--- config.mk ---
export PLATFORM = sky130hd
export DESIGN_NAME = eth_ipv4_tcp_header_parser_unit
export DESIGN_NICKNAME = d
export VERILOG_FILES = /design/src/ethtcp_pkg.sv /design/src/eth_ipv4_tcp_header_parser_unit.sv /design/src/ethtcp_front.sv /design/src/ethtcp_queue.sv /design/src/ethtcp_back.sv
export SDC_FILE = /design/constraint.sdc
export NUM_CORES = 1
export LEC_CHECK = 0
export BUFFER_PORTS_ARGS = -buffer_cell sky130_fd_sc_hd__buf_2
export CAP_MARGIN = 30
export CELL_PAD_IN_SITES_DETAIL_PLACEMENT = 0
export CELL_PAD_IN_SITES_GLOBAL_PLACEMENT = 1
export CORE_MARGIN = 3
export CORE_UTILIZATION = 54
export DETAILED_ROUTE_END_ITERATION = 10
export PLACE_DENSITY_LB_ADDON = 0.25
export SLEW_MARGIN = 25
export SYNTH_ARGS = -nofsm -noshare
export SYNTH_HDL_FRONTEND = slang
export SYNTH_HIERARCHICAL = 1
export SYNTH_SLANG_ARGS = --single-unit
--- constraint.sdc ---
create_clock -name clk -period 30.5 [get_ports clk]
set_input_delay 6.1 -clock clk [delete_from_list [all_inputs] [get_ports clk]]
set_output_delay 6.1 -clock clk [all_outputs]
set_load 0.1 [all_outputs]
--- src/ethtcp_pkg.sv ---
package ethtcp_pkg;

  // Result status codes
  typedef enum logic [2:0] {
    ST_TCP_OK      = 3'd0,
    ST_BAD_IP_HDR  = 3'd1,
    ST_NOT_TCP     = 3'd2,
    ST_BAD_TCP_HDR = 3'd3,
    ST_TRUNCATED   = 3'd4
  } status_t;

  localparam logic [5:0] MIN_HDR_BYTES = 6'd20;
  localparam logic [7:0] IP_PROTO_TCP  = 8'd6;

  // Byte offsets relative to the start of the IP header
  localparam int IP_PROTO_OFS = 9;
  localparam int IP_SRC_OFS   = 12;
  localparam int IP_DST_OFS   = 16;
  // Offset of the data offset byte inside the TCP header
  localparam int TCP_DOFF_OFS = 12;

  // One frame's captured fields plus classification flags
  typedef struct packed {
    logic        len_ip;     // ip header length byte arrived
    logic        len_proto;  // protocol byte arrived
    logic        len_tcp;    // tcp data offset byte arrived
    logic        ip_ok;      // ip header length >= 20
    logic        is_tcp;     // protocol == tcp
    logic        tcp_ok;     // tcp header length >= 20
    logic [31:0] src_ip;
    logic [31:0] dst_ip;
    logic [15:0] src_port;
    logic [15:0] dst_port;
    logic [47:0] dst_mac;
    logic [47:0] src_mac;
  } frame_rec_t;

endpackage

--- src/eth_ipv4_tcp_header_parser_unit.sv ---
// A frame's record is written into the record queue on the edge that takes its last byte,
// then moves to the output register that drives the out_ ports once that register is free.
// Throughput: one byte per cycle while in_full is low, down to back-to-back one-byte frames.
// Rate is set by the front capture path (one byte per clock) and the back output register.
// in_full rises only when the two-entry record queue is full, i.e. results are not popped.
// Reset (rst_n low, synchronous) clears the frame state, the queue, the output and tcp count.
module eth_ipv4_tcp_header_parser_unit #(
  parameter int MAX_FRAME_BYTES  = 2048,
  parameter int ETH_HEADER_BYTES = 14
) (
  input  logic        clk,
  input  logic        rst_n,
  // byte input queue side
  input  logic        in_push,
  output logic        in_full,
  input  logic [7:0]  in_frame_byte,
  input  logic        in_frame_last,
  // result queue side
  output logic        out_empty,
  input  logic        out_pop,
  output logic [2:0]  out_status,
  output logic [31:0] out_packet_number,
  output logic [31:0] out_src_ip,
  output logic [31:0] out_dst_ip,
  output logic [15:0] out_src_port,
  output logic [15:0] out_dst_port,
  output logic [47:0] out_dst_mac,
  output logic [47:0] out_src_mac
);

  ethtcp_pkg::frame_rec_t wr_rec, rd_rec;
  logic byte_take, rec_push, q_full, q_empty, q_pop;

  // Every item is one frame byte; only a last byte pushes a record,
  // but stalling all bytes on a full queue keeps the front simple.
  assign in_full   = q_full;
  assign byte_take = in_push && !q_full;

  // Front: per-byte field capture and length / header classification
  ethtcp_front #(
    .MAX_FRAME_BYTES  (MAX_FRAME_BYTES),
    .ETH_HEADER_BYTES (ETH_HEADER_BYTES)
  ) u_front (
    .clk        (clk),
    .rst_n      (rst_n),
    .byte_valid (byte_take),
    .frame_byte (in_frame_byte),
    .frame_last (in_frame_last),
    .rec_push   (rec_push),
    .rec        (wr_rec)
  );

  // Short record queue decoupling capture from result delivery
  ethtcp_queue u_queue (
    .clk    (clk),
    .rst_n  (rst_n),
    .push   (rec_push),
    .wr_rec (wr_rec),
    .full   (q_full),
    .pop    (q_pop),
    .rd_rec (rd_rec),
    .empty  (q_empty)
  );

  // Back: status decision, tcp packet count and the output register
  ethtcp_back u_back (
    .clk           (clk),
    .rst_n         (rst_n),
    .rec           (rd_rec),
    .rec_empty     (q_empty),
    .rec_pop       (q_pop),
    .res_empty     (out_empty),
    .res_pop       (out_pop),
    .status        (out_status),
    .packet_number (out_packet_number),
    .src_ip        (out_src_ip),
    .dst_ip        (out_dst_ip),
    .src_port      (out_src_port),
    .dst_port      (out_dst_port),
    .dst_mac       (out_dst_mac),
    .src_mac       (out_src_mac)
  );

  // A record is never pushed into a full queue
  a_no_overflow: assert property (@(posedge clk) disable iff (!rst_n)
    q_full |-> !rec_push)
    else $error("record pushed into full queue");

  // The back never idles with a waiting record and a free output slot
  a_back_drains: assert property (@(posedge clk) disable iff (!rst_n)
    (!q_empty && out_empty) |=> !out_empty)
    else $error("back stage stalled with free output");

  // The tcp count never moves while a result sits unpopped
  a_count_hold: assert property (@(posedge clk) disable iff (!rst_n)
    (!out_empty && !out_pop) |=> $stable(out_packet_number))
    else $error("packet count changed under a held result");

endmodule

--- src/ethtcp_front.sv ---
module ethtcp_front #(
  parameter int MAX_FRAME_BYTES  = 2048,
  parameter int ETH_HEADER_BYTES = 14
) (
  input  logic                  clk,
  input  logic                  rst_n,
  input  logic                  byte_valid,
  input  logic [7:0]            frame_byte,
  input  logic                  frame_last,
  output logic                  rec_push,
  output ethtcp_pkg::frame_rec_t rec
);

  localparam int POS_W = $clog2(MAX_FRAME_BYTES + 1);
  localparam logic [POS_W-1:0] POS_MAX = POS_W'(MAX_FRAME_BYTES);
  localparam logic [POS_W-1:0] POS_ETH = POS_W'(ETH_HEADER_BYTES);

  logic [POS_W-1:0] pos_r, len;
  logic [5:0]       ihl_r, ihl_nxt, thl_r, thl_nxt;
  logic [7:0]       proto_r, proto_nxt;
  logic [47:0]      dmac_r, dmac_nxt, smac_r, smac_nxt;
  logic [31:0]      sip_r, sip_nxt, dip_r, dip_nxt;
  logic [15:0]      sport_r, sport_nxt, dport_r, dport_nxt;
  logic             cap, tcp_zone;
  logic [POS_W-1:0] tcp_base, tofs;

  always_comb begin
    cap       = pos_r < POS_MAX;
    len       = cap ? pos_r + POS_W'(1) : POS_MAX;
    dmac_nxt  = dmac_r;
    smac_nxt  = smac_r;
    sip_nxt   = sip_r;
    dip_nxt   = dip_r;
    sport_nxt = sport_r;
    dport_nxt = dport_r;
    ihl_nxt   = ihl_r;
    thl_nxt   = thl_r;
    proto_nxt = proto_r;
    tcp_base  = POS_ETH + POS_W'(ihl_r);
    tofs      = pos_r - tcp_base;
    tcp_zone  = (ihl_r >= ethtcp_pkg::MIN_HDR_BYTES) && (pos_r >= tcp_base);
    if (cap) begin
      for (int i = 0; i < 6; i++) begin
        if (pos_r == POS_W'(i)) dmac_nxt[8*(5-i) +: 8] = frame_byte;
        if (pos_r == POS_W'(i + 6)) smac_nxt[8*(5-i) +: 8] = frame_byte;
      end
      for (int i = 0; i < 4; i++) begin
        if (pos_r == POS_W'(ETH_HEADER_BYTES + ethtcp_pkg::IP_SRC_OFS + i))
          sip_nxt[8*(3-i) +: 8] = frame_byte;
        if (pos_r == POS_W'(ETH_HEADER_BYTES + ethtcp_pkg::IP_DST_OFS + i))
          dip_nxt[8*(3-i) +: 8] = frame_byte;
      end
      if (pos_r == POS_ETH) ihl_nxt = {frame_byte[3:0], 2'b00};
      if (pos_r == POS_W'(ETH_HEADER_BYTES + ethtcp_pkg::IP_PROTO_OFS)) proto_nxt = frame_byte;
      if (tcp_zone) begin
        if (tofs == POS_W'(0)) sport_nxt[15:8] = frame_byte;
        if (tofs == POS_W'(1)) sport_nxt[7:0]  = frame_byte;
        if (tofs == POS_W'(2)) dport_nxt[15:8] = frame_byte;
        if (tofs == POS_W'(3)) dport_nxt[7:0]  = frame_byte;
        if (tofs == POS_W'(ethtcp_pkg::TCP_DOFF_OFS)) thl_nxt = {frame_byte[7:4], 2'b00};
      end
    end
  end

  // Record built from the state including the final byte
  always_comb begin
    rec_push      = byte_valid && frame_last;
    rec.len_ip    = len >= POS_W'(ETH_HEADER_BYTES + 1);
    rec.len_proto = len >= POS_W'(ETH_HEADER_BYTES + ethtcp_pkg::IP_PROTO_OFS + 1);
    rec.len_tcp   = len >= POS_ETH + POS_W'(ihl_nxt) + POS_W'(ethtcp_pkg::TCP_DOFF_OFS + 1);
    rec.ip_ok     = ihl_nxt >= ethtcp_pkg::MIN_HDR_BYTES;
    rec.is_tcp    = proto_nxt == ethtcp_pkg::IP_PROTO_TCP;
    rec.tcp_ok    = thl_nxt >= ethtcp_pkg::MIN_HDR_BYTES;
    rec.src_ip    = sip_nxt;
    rec.dst_ip    = dip_nxt;
    rec.src_port  = sport_nxt;
    rec.dst_port  = dport_nxt;
    rec.dst_mac   = dmac_nxt;
    rec.src_mac   = smac_nxt;
  end

  always_ff @(posedge clk) begin
    if (!rst_n || (byte_valid && frame_last)) begin
      pos_r   <= '0;
      ihl_r   <= '0;
      thl_r   <= '0;
      proto_r <= '0;
      dmac_r  <= '0;
      smac_r  <= '0;
      sip_r   <= '0;
      dip_r   <= '0;
      sport_r <= '0;
      dport_r <= '0;
    end else if (byte_valid) begin
      pos_r   <= len;
      ihl_r   <= ihl_nxt;
      thl_r   <= thl_nxt;
      proto_r <= proto_nxt;
      dmac_r  <= dmac_nxt;
      smac_r  <= smac_nxt;
      sip_r   <= sip_nxt;
      dip_r   <= dip_nxt;
      sport_r <= sport_nxt;
      dport_r <= dport_nxt;
    end
  end

endmodule

--- src/ethtcp_queue.sv ---
module ethtcp_queue (
  input  logic                   clk,
  input  logic                   rst_n,
  input  logic                   push,
  input  ethtcp_pkg::frame_rec_t wr_rec,
  output logic                   full,
  input  logic                   pop,
  output ethtcp_pkg::frame_rec_t rd_rec,
  output logic                   empty
);

  // Two-entry shift queue: head is always the oldest record
  ethtcp_pkg::frame_rec_t head_r, head_nxt, tail_r, tail_nxt;
  logic head_v_r, head_v_nxt, tail_v_r, tail_v_nxt;

  always_comb begin
    head_nxt   = head_r;
    tail_nxt   = tail_r;
    head_v_nxt = head_v_r;
    tail_v_nxt = tail_v_r;
    if (pop) begin
      if (tail_v_r) begin
        head_nxt   = tail_r;
        tail_v_nxt = push;
        tail_nxt   = wr_rec;
      end else begin
        head_v_nxt = push;
        head_nxt   = wr_rec;
      end
    end else if (push) begin
      if (!head_v_r) begin
        head_v_nxt = 1'b1;
        head_nxt   = wr_rec;
      end else begin
        tail_v_nxt = 1'b1;
        tail_nxt   = wr_rec;
      end
    end
  end

  always_ff @(posedge clk) begin
    if (!rst_n) begin
      head_v_r <= 1'b0;
      tail_v_r <= 1'b0;
    end else begin
      head_v_r <= head_v_nxt;
      tail_v_r <= tail_v_nxt;
    end
    head_r <= head_nxt;
    tail_r <= tail_nxt;
  end

  assign full   = tail_v_r;
  assign empty  = !head_v_r;
  assign rd_rec = head_r;

endmodule

--- src/ethtcp_back.sv ---
module ethtcp_back (
  input  logic                   clk,
  input  logic                   rst_n,
  input  ethtcp_pkg::frame_rec_t rec,
  input  logic                   rec_empty,
  output logic                   rec_pop,
  output logic                   res_empty,
  input  logic                   res_pop,
  output logic [2:0]             status,
  output logic [31:0]            packet_number,
  output logic [31:0]            src_ip,
  output logic [31:0]            dst_ip,
  output logic [15:0]            src_port,
  output logic [15:0]            dst_port,
  output logic [47:0]            dst_mac,
  output logic [47:0]            src_mac
);

  ethtcp_pkg::status_t    st;
  ethtcp_pkg::status_t    status_r;
  ethtcp_pkg::frame_rec_t rec_r;
  logic        res_v_r, counted;
  logic [31:0] count_r, count_nxt;

  // Checks in priority order; tcp count bumps once protocol is known tcp
  always_comb begin
    counted = 1'b0;
    if (!rec.len_ip)         st = ethtcp_pkg::ST_TRUNCATED;
    else if (!rec.ip_ok)     st = ethtcp_pkg::ST_BAD_IP_HDR;
    else if (!rec.len_proto) st = ethtcp_pkg::ST_TRUNCATED;
    else if (!rec.is_tcp)    st = ethtcp_pkg::ST_NOT_TCP;
    else begin
      counted = 1'b1;
      if (!rec.len_tcp)     st = ethtcp_pkg::ST_TRUNCATED;
      else if (!rec.tcp_ok) st = ethtcp_pkg::ST_BAD_TCP_HDR;
      else                  st = ethtcp_pkg::ST_TCP_OK;
    end
    rec_pop   = !rec_empty && (!res_v_r || res_pop);
    count_nxt = count_r + {31'd0, counted};
  end

  always_ff @(posedge clk) begin
    if (!rst_n) begin
      res_v_r <= 1'b0;
      count_r <= '0;
    end else if (rec_pop) begin
      res_v_r <= 1'b1;
      count_r <= count_nxt;
    end else if (res_pop) begin
      res_v_r <= 1'b0;
    end
    if (rec_pop) begin
      status_r <= st;
      rec_r    <= rec;
    end
  end

  assign res_empty     = !res_v_r;
  assign status        = status_r;
  assign packet_number = count_r;
  assign src_ip        = rec_r.src_ip;
  assign dst_ip        = rec_r.dst_ip;
  assign src_port      = rec_r.src_port;
  assign dst_port      = rec_r.dst_port;
  assign dst_mac       = rec_r.dst_mac;
  assign src_mac       = rec_r.src_mac;

endmodule

==> out/metrics.yaml <==
nets: 2663
rsz0062_at_grt: "false"
multi_input_area_um2: 10100
grt_pass1_vias: 19500
post_cts_buffers: 0
fin_setup_tns_ns: 0
cts_root_buf: "clkbuf_16"
fill_cells: 4661
register_area_um2: 22900
hold_violations: 0
synth_seq_cells: 848
min_from: "u_queue/rd_rec[107]"
ant_nets: 0
switching_share_pct: 23.9
fp.coreArea_um2: 61800
reg2reg_from: "u_front/ihl_r[1]"
synth_top_area_share_pct: 52.4
worstPathRequired_ns: 30.75
combPwrFrac_pct: 7.4
grt_overflow_total: 0
antenna_found_initial: 0
p_int_mw: 1.92
path_clk_slew_ns: 0.06
max_freq_ghz: 0.106
syn_nets: 2448
path_class: "in -> reg"
clockPowerShare_pct: 41.4
max_cap_viol_count: 0
drtPass1Iterations: 8
synth_area_leaders: "edfxtp_1 52%, dfxtp_1 15%, mux2_2 12%"
whs_path_depth: 0
cts_buffer_depth: 3
final-setup-viol-count: 0
hold_end: "u_back/dst_port[11]"
period_minus_slack_ns: 9.40
io-pin-count: 242
grt_max_degree: 81
crit_path_start_kind: "input port"
dp_hpwl_um: 43200
cts_htree_levels: 3
netlist_instances: 2411
cts_tree: "yes"
synth_edf_count: 591
die_area_um2: 65700
r2r_slack_ns: 25.65
gp_congestion: 0.851
route.detailed.drc: 0
p_seq_share_pct: 51.2
r2r_cells: 15
ys_warn_count: 6
slew_violations: 0
num_rows: 91
synth_top_area_cell: "edfxtp_1"
p_sw_mw: 0.604
clock_latency_ns: 0.63
worst_setup_path_end_kind: "flop"
die_w_um: 256
syn_area_per_cell_um2: 14.0
area_delta_synth_final_pct: 13.6
ys.flop_type: "edfxtp_1"
r2r_end: "u_queue/rd_rec[124]"
drive_above_1_share_pct: 29.5
drtIter0Drc: 1446
viasPerCell: 5.54
numCtsBuffers: 85
p_leak_nw: 14.4
layout_worst_path_cycle_share_pct: 30.8
cp.arrival_ns: 9.65
syn_area_um2: 33800
cts_num_sinks: 848
synth_cell_type_count: 62
port_buffers: 241
holdBufCountCts: 0
grtUsageTotal_pct: 21.6
post_cts_resized: 0
irDropWorstVdd_mv: 0.0381
via_count: 19600
synth_seq_area_share_pct: 67.7
fp.dieH_um: 256
holdWs_ns: 0.414
worst_pin_slew_ns: 0.963
path_max_fanout: 80
finClkSkew_ns: 0.0219
diodes: 0
outcome: "complete, no violations"
power_density_nw_per_um2: 65.7
grt_pass1_wl_um: 113000
wirelength_um: 71900
hold_path_class: "reg -> reg"
max-slew-margin-rel_pct: 35.8
initial_core_util_pct: 54.7
wl_per_cell_um: 20.3
synthArstFlopShare_pct: 0
-- per-stage QoR --
step	util [%]	total power [mW]	std cells	setup WS (ns)	instance area [µm²]
2_1_floorplan	-	1.47	2411	9.52	33800
3_3_place_gp	57.5	1.50	3373	20.15	35500
3_5_place_dp	57.5	1.51	3375	20.37	35600
4_1_cts	62.1	2.55	3535	21.06	38400
5_1_grt	62.2	2.61	3536	20.78	38400
6_report	62.2	2.53	3536	21.10	38400
-- sequential cells by signal (all words and copies together) (netlist names) --
name and cells:
u_front/thl_r 4, u_queue/full 1, u_back/dst_port 16, u_queue/rd_rec 198, u_front/sport_r 16, u_front/smac_r 48, u_back/res_v_r 1, u_front/dmac_r 48
u_front/sip_r 32, u_back/src_mac 48, u_back/packet_number 32, u_back/status 3, u_back/dst_ip 32, u_front/proto_r 8, u_front/pos_r 12, u_front/dport_r 16
u_back/src_port 16, u_back/dst_mac 48, u_queue/head_v_r 1, u_front/ihl_r 6, u_queue/tail_r 198, u_front/dip_r 32, u_back/src_ip 32
-- routing by layer --
layer / share of wire [%] / vias to the layer above / GRT usage [%]
met1: 44 / 9787 / 29.6
met5: 0 / - / 0
li1: - / 9255 / -
met3: 4.6 / 93 / 3.22
met2: 49 / 451 / 35.8
met4: 2.0 / 0 / 6.38
-- Yosys cell counts (13+ instances only) --
cell,n
edfxtp_1,591
mux2_2,360
nand2_1,333
dfxtp_1,257
a21oi_1,165
nor2_1,122
mux2i_1,102
clkbuf_1,96
o21ai_0,40
nand3_1,37
ha_1,23
or4_1,23
clkbuf_8,20
inv_1,19
o31ai_1,19
nand2_2,15
nand4_1,14
nor3_1,13
xnor2_1,13
-- power groups by stage --
stage	combinational (mW)	clock [mW]	sequential [mW]
after CTS	0.188	1.07	1.29
final	0.187	1.05	1.29
after global routing	0.194	1.12	1.30
after detailed placement	0.188	0	1.32
after global placement	0.185	0	1.32
after floorplan	0.0476	0	1.42
-- cells in the final DEF (no fill, tap or decap), drive strengths merged, types with 3 or more instances in the layout --
cell type	n
bufinv	8
and4	4
edfxtp	591
xnor2	13
o211ai	4
xor2	9
nand2	348
a21oi	165
and2	5
nand2b	8
nor2b	10
a21o	3
o21a	5
o21ai	42
ha	23
clkbuf	117
inv	24
or2	4
nand4	18
nor4b	5
buf	266
or4	23
clkinv	30
or3	6
nor3	14
and3	7
nor2	122
mux2i	102
nor4	12
mux2	371
o31ai	19
dfxtp	257
nand3	40
-- logic make-up (layout without fill, tap and decap cells) --
kind of cell	after synthesis	count (layout)	synth area share (%)
multiplexers	473	473	15.4
AO/OA/AOI/OAI	251	251	4.07
flip-flops	848	848	67.7
XOR/XNOR	22	22	0.569
AND/OR/NAND/NOR	635	635	8.94
buffers and inverters	158	446	2.50
adder cells (fa/ha/maj)	24	24	0.910
-- layout make-up --
cell class,instances,area share [%]
repair buffers,266,3.75
clock buffers,117,6.27
clock inverters,43,1.11
well taps,837,2.72
multi-input cells,1405,26.4
flip-flops and latches,848,59.6
inverters,20,0.195
-- critical path, stage by stage --
cell and delay (ns):
buf_2 0.08, nor2b_4 0.11, buf_4 0.55, nand2_1 0.25, inv_1 0.19, nand3b_1 0.16, nand2_4 0.63, buf_4 0.73
buf_6 0.66
-- how the worst max path moves through the flow --
stage | start | end | slack [ns]
after detailed placement | in_push | u_queue/tail_r[122] | 20.37
after global placement | in_push | u_queue/tail_r[120] | 20.15
after global routing | in_push | u_queue/tail_r[32] | 20.78
final | in_push | u_queue/tail_r[43] | 21.10
after CTS | in_push | u_queue/tail_r[122] | 21.06
after floorplan | out_pop | u_queue/tail_r[0] | 9.52
(Power assumes the default switching activity.)
